==> config.mk <==
export PLATFORM = sky130hd
export DESIGN_NAME = distance_vector_route_update
export DESIGN_NICKNAME = d
export VERILOG_FILES = /design/src/design/dvru_pkg.sv /design/src/design/dvru_cost_mem.sv /design/src/design/dvru_engine.sv /design/src/design/distance_vector_route_update.sv
export SDC_FILE = /design/constraint.sdc
export NUM_CORES = 2
export LEC_CHECK = 0
export BUFFER_PORTS_ARGS = -buffer_cell sky130_fd_sc_hd__buf_2
export CORE_MARGIN = 10
export CORE_UTILIZATION = 25
export DETAILED_ROUTE_END_ITERATION = 6
export MAX_ROUTING_LAYER = met4
export SYNTH_ARGS = -nofsm -noshare
export SYNTH_HDL_FRONTEND = slang
export SYNTH_HIERARCHICAL = 1
export SYNTH_SLANG_ARGS = --single-unit
==> constraint.sdc <==
create_clock -name i_clk -period 8.4 [get_ports i_clk]
set_clock_uncertainty 0.1 [all_clocks]
set_input_delay 1.26 -clock i_clk [delete_from_list [all_inputs] [get_ports i_clk]]
set_output_delay 1.26 -clock i_clk [all_outputs]
set_load 0.1 [all_outputs]
==> src/design/dvru_pkg.sv <==
// ----------------------------------------------------------------------------
// dvru_pkg
// Shared constants, FSM states and memory request type for the route engine.
// ----------------------------------------------------------------------------
`default_nettype none

package dvru_pkg;

    localparam int NODES     = 16;
    localparam int NODE_W    = $clog2(NODES);
    localparam int HOP_W     = $clog2(NODES + 1);
    localparam int COST_W    = 8;
    localparam int ADDR_W    = 2 * NODE_W;
    localparam int MEM_DEPTH = NODES * NODES;

    localparam logic [COST_W-1:0] COST_INF  = COST_W'(255);
    localparam logic [HOP_W-1:0]  NO_HOP    = HOP_W'(NODES);
    localparam logic [NODE_W-1:0] LAST_NODE = NODE_W'(NODES - 1);

    // request kinds
    localparam logic REQ_LINK   = 1'b0;
    localparam logic REQ_VECTOR = 1'b1;

    typedef enum logic [3:0] {
        ST_IDLE,
        ST_LC_RD,
        ST_LC_CMP,
        ST_RC_START,
        ST_RC_SCAN,
        ST_RC_OWN,
        ST_RC_WB,
        ST_EM_RD,
        ST_EM_OUT
    } t_state;

    typedef struct packed {
        logic              rd_en;
        logic [ADDR_W-1:0] rd_addr;
        logic              wr_en;
        logic [ADDR_W-1:0] wr_addr;
        logic [COST_W-1:0] wr_data;
    } t_mem_req;

endpackage

`default_nettype wire

==> src/design/dvru_cost_mem.sv <==
// ----------------------------------------------------------------------------
// dvru_cost_mem
// Cost matrix: one write, one registered read; unwritten entries read as reset.
// ----------------------------------------------------------------------------
`default_nettype none

module dvru_cost_mem import dvru_pkg::*; (
    input  wire logic              i_clk,
    input  wire logic              i_rst_n,
    input  wire t_mem_req          i_req,
    output logic [COST_W-1:0]      o_rd_data
);

    logic [COST_W-1:0]    r_mem [MEM_DEPTH];
    logic [MEM_DEPTH-1:0] r_valid;
    logic [COST_W-1:0]    r_rd_data;
    logic                 r_rd_valid;
    logic                 r_rd_diag;

    always_ff @(posedge i_clk) begin
        if (i_req.wr_en) begin
            r_mem[i_req.wr_addr] <= i_req.wr_data;
        end
        if (i_req.rd_en) begin
            r_rd_data  <= r_mem[i_req.rd_addr];
            r_rd_valid <= r_valid[i_req.rd_addr];
            r_rd_diag  <= (i_req.rd_addr[ADDR_W-1:NODE_W] == i_req.rd_addr[NODE_W-1:0]);
        end
    end

    // per-entry written flags stand in for the reset contents
    always_ff @(posedge i_clk) begin
        if (!i_rst_n) begin
            r_valid <= '0;
        end else if (i_req.wr_en) begin
            r_valid[i_req.wr_addr] <= 1'b1;
        end
    end

    assign o_rd_data = r_rd_valid ? r_rd_data : (r_rd_diag ? '0 : COST_INF);

endmodule

`default_nettype wire

==> src/design/dvru_engine.sv <==
// ----------------------------------------------------------------------------
// dvru_engine
// Request sequencer: link/hop tables, Bellman-Ford scan, row emission.
// ----------------------------------------------------------------------------
`default_nettype none

module dvru_engine import dvru_pkg::*; (
    input  wire logic              i_clk,
    input  wire logic              i_rst_n,
    input  wire logic [NODE_W-1:0] i_self,
    input  wire logic              i_in_valid,
    output logic                   o_in_ready,
    input  wire logic              i_req_type,
    input  wire logic [NODE_W-1:0] i_peer_node,
    input  wire logic [NODE_W-1:0] i_vector_dest,
    input  wire logic [COST_W-1:0] i_cost_value,
    input  wire logic              i_last_element,
    output logic                   o_out_valid,
    input  wire logic              i_out_ready,
    output logic [NODE_W-1:0]      o_route_dest,
    output logic [HOP_W-1:0]       o_next_hop,
    output logic [COST_W-1:0]      o_route_cost,
    output logic                   o_route_update,
    output logic                   o_send_row,
    output logic                   o_last_entry,
    output t_mem_req               o_mem_req,
    input  wire logic [COST_W-1:0] i_rd_data
);

    t_state r_state, n_state;

    logic              r_type, n_type;
    logic [NODE_W-1:0] r_peer, n_peer;
    logic [COST_W-1:0] r_cost, n_cost;
    logic [NODE_W-1:0] r_j, n_j;
    logic [NODE_W-1:0] r_k, n_k;
    logic [NODE_W-1:0] r_pk, n_pk;
    logic              r_pv, n_pv;
    logic [COST_W-1:0] r_best, n_best;
    logic [HOP_W-1:0]  r_hop, n_hop;
    logic              r_changed, n_changed;
    logic              r_upd_all, n_upd_all;

    logic [COST_W-1:0] r_link    [NODES];
    logic [HOP_W-1:0]  r_hop_tab [NODES];

    logic              r_out_valid, n_out_valid;
    logic [NODE_W-1:0] r_out_dest, n_out_dest;
    logic [HOP_W-1:0]  r_out_hop, n_out_hop;
    logic [COST_W-1:0] r_out_cost, n_out_cost;
    logic              r_out_upd, n_out_upd;
    logic              r_out_send, n_out_send;
    logic              r_out_last, n_out_last;

    logic              link_we;
    logic [NODE_W-1:0] link_waddr;
    logic [COST_W-1:0] link_wdata;
    logic              hop_we;
    logic [NODE_W-1:0] hop_waddr;
    logic [HOP_W-1:0]  hop_wdata;

    logic              in_take;
    logic              out_free;
    logic [COST_W-1:0] cost_in;
    logic [COST_W:0]   sum;
    logic [COST_W-1:0] lc;
    logic              better;
    logic              any_nb;
    logic              own;

    assign o_in_ready = (r_state == ST_IDLE);
    assign in_take    = i_in_valid & o_in_ready;
    assign out_free   = ~r_out_valid | i_out_ready;
    assign cost_in    = (i_cost_value >= COST_INF) ? COST_INF : i_cost_value;

    // relaxation of the candidate read in the previous cycle
    assign lc     = r_link[r_pk];
    assign sum    = {1'b0, lc} + {1'b0, i_rd_data};
    assign better = r_pv && (lc != '0) && (sum < {1'b0, r_best});
    assign own    = (r_j == i_self);

    always_comb begin
        any_nb = 1'b0;
        for (int y = 0; y < NODES; y++) begin
            if ((NODE_W'(y) != i_self) && (r_link[y] != COST_INF)) begin
                any_nb = 1'b1;
            end
        end
    end

    always_ff @(posedge i_clk) begin
        if (!i_rst_n) begin
            r_state <= ST_IDLE;
        end else begin
            r_state <= n_state;
        end
    end

    always_comb begin
        n_state     = r_state;
        n_type      = r_type;
        n_peer      = r_peer;
        n_cost      = r_cost;
        n_j         = r_j;
        n_k         = r_k;
        n_pk        = r_k;
        n_pv        = (r_state == ST_RC_SCAN);
        n_best      = r_best;
        n_hop       = r_hop;
        n_changed   = r_changed;
        n_upd_all   = r_upd_all;
        n_out_valid = r_out_valid & ~i_out_ready;
        n_out_dest  = r_out_dest;
        n_out_hop   = r_out_hop;
        n_out_cost  = r_out_cost;
        n_out_upd   = r_out_upd;
        n_out_send  = r_out_send;
        n_out_last  = r_out_last;
        o_mem_req   = '0;
        link_we     = 1'b0;
        link_waddr  = i_peer_node;
        link_wdata  = cost_in;
        hop_we      = 1'b0;
        hop_waddr   = i_peer_node;
        hop_wdata   = (cost_in >= COST_INF) ? NO_HOP : HOP_W'(i_peer_node);

        if (better) begin
            n_best = sum[COST_W-1:0];
            n_hop  = HOP_W'(r_pk);
        end

        case (r_state)
            ST_IDLE: begin
                if (in_take) begin
                    n_type = i_req_type;
                    n_peer = i_peer_node;
                    n_cost = cost_in;
                    case (i_req_type)
                        REQ_LINK: begin
                            if (i_peer_node != i_self) begin
                                link_we = 1'b1;
                                hop_we  = 1'b1;
                                n_state = ST_LC_RD;
                            end
                        end
                        REQ_VECTOR: begin
                            if (i_peer_node != i_self) begin
                                o_mem_req.wr_en   = 1'b1;
                                o_mem_req.wr_addr = {i_peer_node, i_vector_dest};
                                o_mem_req.wr_data = cost_in;
                            end
                            if (i_last_element) begin
                                n_j       = '0;
                                n_changed = 1'b0;
                                n_upd_all = 1'b1;
                                n_state   = ST_RC_START;
                            end
                        end
                        default: begin
                            n_state = ST_IDLE;
                        end
                    endcase
                end
            end
            ST_LC_RD: begin
                o_mem_req.rd_en   = 1'b1;
                o_mem_req.rd_addr = {i_self, r_peer};
                n_state           = ST_LC_CMP;
            end
            ST_LC_CMP: begin
                n_j = '0;
                if (r_cost <= i_rd_data) begin
                    o_mem_req.wr_en   = 1'b1;
                    o_mem_req.wr_addr = {i_self, r_peer};
                    o_mem_req.wr_data = r_cost;
                    n_upd_all         = 1'b0;
                    n_state           = ST_EM_RD;
                end else begin
                    n_upd_all = 1'b1;
                    n_changed = 1'b0;
                    n_state   = ST_RC_START;
                end
            end
            ST_RC_START: begin
                if (own) begin
                    if (r_j == LAST_NODE) begin
                        n_j     = '0;
                        n_state = ST_EM_RD;
                    end else begin
                        n_j = r_j + 1'b1;
                    end
                end else begin
                    n_k     = '0;
                    n_best  = COST_INF;
                    n_hop   = NO_HOP;
                    n_state = ST_RC_SCAN;
                end
            end
            ST_RC_SCAN: begin
                o_mem_req.rd_en   = 1'b1;
                o_mem_req.rd_addr = {r_k, r_j};
                n_k               = r_k + 1'b1;
                if (r_k == LAST_NODE) begin
                    n_state = ST_RC_OWN;
                end
            end
            ST_RC_OWN: begin
                o_mem_req.rd_en   = 1'b1;
                o_mem_req.rd_addr = {i_self, r_j};
                n_state           = ST_RC_WB;
            end
            ST_RC_WB: begin
                o_mem_req.wr_en   = 1'b1;
                o_mem_req.wr_addr = {i_self, r_j};
                o_mem_req.wr_data = r_best;
                hop_we            = 1'b1;
                hop_waddr         = r_j;
                hop_wdata         = r_hop;
                if (i_rd_data != r_best) begin
                    n_changed = 1'b1;
                end
                if (r_j == LAST_NODE) begin
                    n_j     = '0;
                    n_state = ST_EM_RD;
                end else begin
                    n_j     = r_j + 1'b1;
                    n_state = ST_RC_START;
                end
            end
            ST_EM_RD: begin
                o_mem_req.rd_en   = 1'b1;
                o_mem_req.rd_addr = {i_self, r_j};
                n_state           = ST_EM_OUT;
            end
            ST_EM_OUT: begin
                if (out_free) begin
                    n_out_valid = 1'b1;
                    n_out_dest  = r_j;
                    n_out_hop   = own ? HOP_W'(i_self) : r_hop_tab[r_j];
                    n_out_cost  = own ? '0 : i_rd_data;
                    n_out_upd   = !own && (r_upd_all || (r_j == r_peer));
                    n_out_send  = any_nb && ((r_type == REQ_LINK) || r_changed);
                    n_out_last  = (r_j == LAST_NODE);
                    if (r_j == LAST_NODE) begin
                        n_state = ST_IDLE;
                    end else begin
                        n_j     = r_j + 1'b1;
                        n_state = ST_EM_RD;
                    end
                end
            end
            default: begin
                n_state = ST_IDLE;
            end
        endcase
    end

    always_ff @(posedge i_clk) begin
        r_type     <= n_type;
        r_peer     <= n_peer;
        r_cost     <= n_cost;
        r_j        <= n_j;
        r_k        <= n_k;
        r_pk       <= n_pk;
        r_best     <= n_best;
        r_hop      <= n_hop;
        r_changed  <= n_changed;
        r_upd_all  <= n_upd_all;
        r_out_dest <= n_out_dest;
        r_out_hop  <= n_out_hop;
        r_out_cost <= n_out_cost;
        r_out_upd  <= n_out_upd;
        r_out_send <= n_out_send;
        r_out_last <= n_out_last;
    end

    always_ff @(posedge i_clk) begin
        if (!i_rst_n) begin
            r_pv        <= 1'b0;
            r_out_valid <= 1'b0;
        end else begin
            r_pv        <= n_pv;
            r_out_valid <= n_out_valid;
        end
    end

    // link table resets with entry 0 as the own node; next hops to none
    always_ff @(posedge i_clk) begin
        if (!i_rst_n) begin
            for (int i = 0; i < NODES; i++) begin
                r_link[i]    <= (i == 0) ? '0 : COST_INF;
                r_hop_tab[i] <= NO_HOP;
            end
        end else begin
            if (link_we) begin
                r_link[link_waddr] <= link_wdata;
            end
            if (hop_we) begin
                r_hop_tab[hop_waddr] <= hop_wdata;
            end
        end
    end

    assign o_out_valid    = r_out_valid;
    assign o_route_dest   = r_out_dest;
    assign o_next_hop     = r_out_hop;
    assign o_route_cost   = r_out_cost;
    assign o_route_update = r_out_upd;
    assign o_send_row     = r_out_send;
    assign o_last_entry   = r_out_last;

endmodule

`default_nettype wire

==> src/design/distance_vector_route_update.sv <==
// ----------------------------------------------------------------------------
// distance_vector_route_update: Bellman-Ford route engine for one node
// Vector element, not last: written straight to the matrix. Direct link change:
// time set by own-row emission off the cost memory's single read port.
// Recompute, per destination: 16 matrix reads, then the own read and the write.
// Synchronous active-low reset; cost memory reads as reset contents at once.
// ----------------------------------------------------------------------------
`default_nettype none

// A full recompute (last vector element, or a link getting worse) scans every
// destination but the own one and is followed by the 16-entry row. All cost
// traffic goes through one read and one write port of the cost memory, which
// sets the pace of both.
//
// Reset: self index 0, link costs infinity except entry 0 (zero), next hops
// none. The 256-entry matrix has a written flag per entry cleared at reset,
// so no clearing pass is needed: unwritten entries read as 0 on the
// diagonal and infinity elsewhere.
//
// The self index register sits at byte address 0 of the APB space and may
// only be changed while no request is in flight.

module distance_vector_route_update import dvru_pkg::*; (
    input  wire logic              i_clk,
    input  wire logic              i_rst_n,
    // configuration
    input  wire logic              psel,
    input  wire logic              penable,
    input  wire logic              pwrite,
    input  wire logic [2:0]        paddr,
    input  wire logic [31:0]       pwdata,
    output logic [31:0]            prdata,
    output logic                   pready,
    // request channel
    input  wire logic              i_in_valid,
    output logic                   o_in_ready,
    input  wire logic              i_req_type,
    input  wire logic [NODE_W-1:0] i_peer_node,
    input  wire logic [NODE_W-1:0] i_vector_dest,
    input  wire logic [COST_W-1:0] i_cost_value,
    input  wire logic              i_last_element,
    // route row channel
    output logic                   o_out_valid,
    input  wire logic              i_out_ready,
    output logic [NODE_W-1:0]      o_route_dest,
    output logic [HOP_W-1:0]       o_next_hop,
    output logic [COST_W-1:0]      o_route_cost,
    output logic                   o_route_update,
    output logic                   o_send_row,
    output logic                   o_last_entry
);

    // register index, taken from the word address bit
    localparam logic REG_SELF = 1'b0;

    logic [NODE_W-1:0] r_self;
    t_mem_req          mem_req;
    logic [COST_W-1:0] mem_rd_data;
    logic              reg_hit;

    assign reg_hit = (paddr[2] == REG_SELF);
    assign pready  = 1'b1;

    // zero-wait APB: write lands on the access phase
    always_ff @(posedge i_clk) begin
        if (!i_rst_n) begin
            r_self <= '0;
        end else if (psel && penable && pwrite && pready && reg_hit) begin
            r_self <= pwdata[NODE_W-1:0];
        end
    end

    assign prdata = reg_hit ? 32'(r_self) : '0;

    // sequencer: tables, scan and row emission
    dvru_engine u_engine (
        .i_clk          (i_clk),
        .i_rst_n        (i_rst_n),
        .i_self         (r_self),
        .i_in_valid     (i_in_valid),
        .o_in_ready     (o_in_ready),
        .i_req_type     (i_req_type),
        .i_peer_node    (i_peer_node),
        .i_vector_dest  (i_vector_dest),
        .i_cost_value   (i_cost_value),
        .i_last_element (i_last_element),
        .o_out_valid    (o_out_valid),
        .i_out_ready    (i_out_ready),
        .o_route_dest   (o_route_dest),
        .o_next_hop     (o_next_hop),
        .o_route_cost   (o_route_cost),
        .o_route_update (o_route_update),
        .o_send_row     (o_send_row),
        .o_last_entry   (o_last_entry),
        .o_mem_req      (mem_req),
        .i_rd_data      (mem_rd_data)
    );

    // cost matrix, row = advertising node, column = destination
    dvru_cost_mem u_cost_mem (
        .i_clk     (i_clk),
        .i_rst_n   (i_rst_n),
        .i_req     (mem_req),
        .o_rd_data (mem_rd_data)
    );

endmodule

`default_nettype wire

==> flow_metrics.env <==
export IMPL_status="completed"
export IMPL_grt_usage_pct=11.97
export IMPL_yosysWarningCount=6
export IMPL_crit_path_cell_trace="nor2_1, a21o_1, inv_1, ha_1, nor2b_1, o21a_1, o21a_1, o21bai_1, a21oi_1, nor4_2, buf_4, a221o_1, nor2_1, nand4_1, buf_4, nor2_1"
export IMPL_cts_resized=0
export IMPL_cp_top_family="simple AND/OR/NAND/NOR gates"
export IMPL_globalplace_congestion=0.8797
export IMPL_synth_edf_count=2309
export IMPL_yosysUniqueCellTypes=89
export IMPL_period_needed_ps=6802
export IMPL_critPathRequiredTime_ps=8730
export IMPL_final_nets=5818
export IMPL_hold_buffers=0
export IMPL_seq_area_frac_synth_pct=72.59
export IMPL_synth_area_sq_um=103400
export IMPL_setup_violations=0
export IMPL_htreeDepth=5
export IMPL_clkTransAtPathRegs_ps=60
export IMPL_cts_sinks=2596
export IMPL_port_buffers=55
export IMPL_netlist_area_leader_share_pct=67.04
export IMPL_slew_viol_final=0
export IMPL_dpl_hpwl_mm=164.8
export IMPL_critical_path_max_stage_delay_ps=1020
export IMPL_cp_end_kind="flop"
export IMPL_hold_class="flop to flop"
export IMPL_routed_wl_mm=268.8
export IMPL_synthArstFlopShare_pct=0
export IMPL_drc_errors=0
export IMPL_drt_iter0_markers=6486
export IMPL_numCtsBuffers=279
export IMPL_cpMostUsedCell="nor2_1"
export IMPL_overflow=0
export IMPL_avgViaCountPerCell=4.820
export IMPL_die_w_um=663.2
export IMPL_yosys_top_cells_count="2309 x edfxtp_1, 555 x mux4_2, 397 x nor2_1"
export IMPL_nFillCells=40370
export IMPL_ir_drop_mv=0.2806
export IMPL_crit_fanout=14
export IMPL_finalCritPeriodShare_pct=80.98
export IMPL_rows=236
export IMPL_clk_root_buffer_cell="clkbuf_16"
export IMPL_max_slew_margin_rel_pct=4.923
export IMPL_slowest_stage="nand4_1"
export IMPL_fp_dieH_um=663.2
export IMPL_routedWlPerCell_um=23.51
export IMPL_power_leakage_nw=36.08
export IMPL_syn_area_per_cell_sq_um=18.29
export IMPL_hold_worst_slack_ps=348.0
export IMPL_synth_top_cell_by_area="edfxtp_1"
export IMPL_cap_violations=0
export IMPL_core_area_sq_um=412800
export IMPL_synth_ff_latch_count=2596
export IMPL_die_area_sq_um=439800
export IMPL_tightest_slew_ps=1413
export IMPL_synth_area_top_cells="edfxtp_1 67%, mux4_2 12%, dfxtp_1 5.6%, o21a_1 1.9%, nor2_1 1.4%"
export IMPL_setup_tns_ps=0
export IMPL_antenna_found_initial=8
export IMPL_dr_total_vias=55120
export IMPL_final_cell_area_sq_um=118900
export IMPL_grt_pass1_vias=55420
export IMPL_ios=115
export IMPL_start_kind="flop"
export IMPL_fmax_mhz=147.0
export IMPL_path_buf_inv=3
export IMPL_initial_core_util_pct=25.06
export IMPL_powerDensity_nw_per_um2=314.7
export IMPL_detail_route_antenna_nets=0
export IMPL_grt_max_degree=212
export IMPL_yosysMostFrequentCell="edfxtp_1"
export IMPL_ys_flop_type="edfxtp_1"
export IMPL_clk_latency_ps=890
export IMPL_cts_setup_buffers=0
export IMPL_placed_area_sq_um=109800
export IMPL_cts_buffer_depth=4
export IMPL_grt_pass1_wl_mm=388.7
export IMPL_drive_above_1_share_pct=21.31
export IMPL_first_pass_iters=6
export IMPL_crit_type="flop to flop"
export IMPL_syn2layout_area_growth_pct=14.99
export IMPL_netlist_instances=5655
export IMPL_rsz0062_at_grt="no"
export IMPL_cts_tree="yes"
export IMPL_finalHoldViolations=0
export IMPL_worst_ep_arrival_time_ps=7140
-- routing by layer --
metal  GRT usage (%)  vias to the layer above  part of all wire (%)
met1           15.38                    29060                    41
met3           2.483                      431                   8.7
met5               -                        -                     0
met4           3.733                        0                   3.2
li1                -                    23110                     -
met2           19.01                     2525                    48
-- logic make-up after synthesis --
group	synth area share, %
buf+inv	2.298
mux	13.71
xor+xnor	0.2879
simple gates	4.441
fa+ha+maj	0.3218
compound gates	6.338
flops	72.59
other cells	0.007261
-- registers in the layout (all words and copies together) (netlist names), 5 cells and up, named ones only --
signal / count
u_cost_mem/r_mem: 2048
u_engine/o_next_hop: 5
u_cost_mem/r_rd_data: 8
u_engine/r_cost: 8
u_engine/r_best: 8
u_engine/r_hop: 5
u_cost_mem/r_valid: 256
u_engine/r_link: 128
u_engine/o_route_cost: 8
u_engine/r_hop_tab: 80
-- metrics by stage --
step	setup WS, ps	cells	utilization, %	total power [mW]
global route	1407	11430	28.81	38.72
detailed placement	1592	10920	26.61	25.46
floorplan	604.4	5682	-	22.28
CTS	1684	11430	28.81	37.67
finish	1598	11440	28.81	37.42
global placement	1777	10920	26.61	25.33
-- layout by cell type (no fill, tap or decap), drive strengths merged, types with 25 or more instances in the layout --
cell / instances
a21oi: 114
a22o: 31
a22oi: 194
and2: 28
buf: 170
clkbuf: 381
clkinv: 81
conb: 29
dfxtp: 287
edfxtp: 2309
ha: 25
inv: 57
mux2: 25
mux2i: 135
mux4: 557
nand2: 130
nand2b: 25
nand3: 58
nand4: 47
nor2: 397
nor2b: 26
nor4: 47
o21a: 260
o21ai: 60
o221ai: 62
o22ai: 44
or2: 50
or3: 75
-- power breakdown --
part	total, mW	switching, mW	internal, mW	leakage, nW
Clock	12.2	5.01	7.19	4.46
Sequential	15.6	0.175	15.4	23.3
Combinational	9.65	6.34	3.31	8.29
Total	37.4	11.5	25.9	36.1
-- layout make-up --
type                    instances  area, sq um  area share (%)
multi-input cells            2645        26270           22.09
diodes                          7        17.52         0.01473
repair buffers                171         1494           1.256
clock inverters               124         1410           1.186
inverters                      39        146.4          0.1231
clock buffers                 380         7669           6.448
flip-flops and latches       2596        75080           63.13
well taps                    5474         6849           5.759
-- worst paths after layout --
kind                                   startpoint                                 end  slack, ps  cells past startpoint
setup / recovery  u_cost_mem/r_rd_valid$_DFFE_PP_  u_cost_mem/r_mem[211][4]$_DFFE_PP_       1600                     16
hold reg to reg    u_engine/n_pk[1]$_SDFFCE_PN0P_            u_engine/r_pk[1]$_DFF_P_        350                      0
hold / removal     u_engine/n_pk[1]$_SDFFCE_PN0P_            u_engine/r_pk[1]$_DFF_P_        350                      0
setup reg to reg  u_cost_mem/r_rd_valid$_DFFE_PP_  u_cost_mem/r_mem[211][4]$_DFFE_PP_       1600                     16
Note: power is estimated with default switching activity, not from simulation.
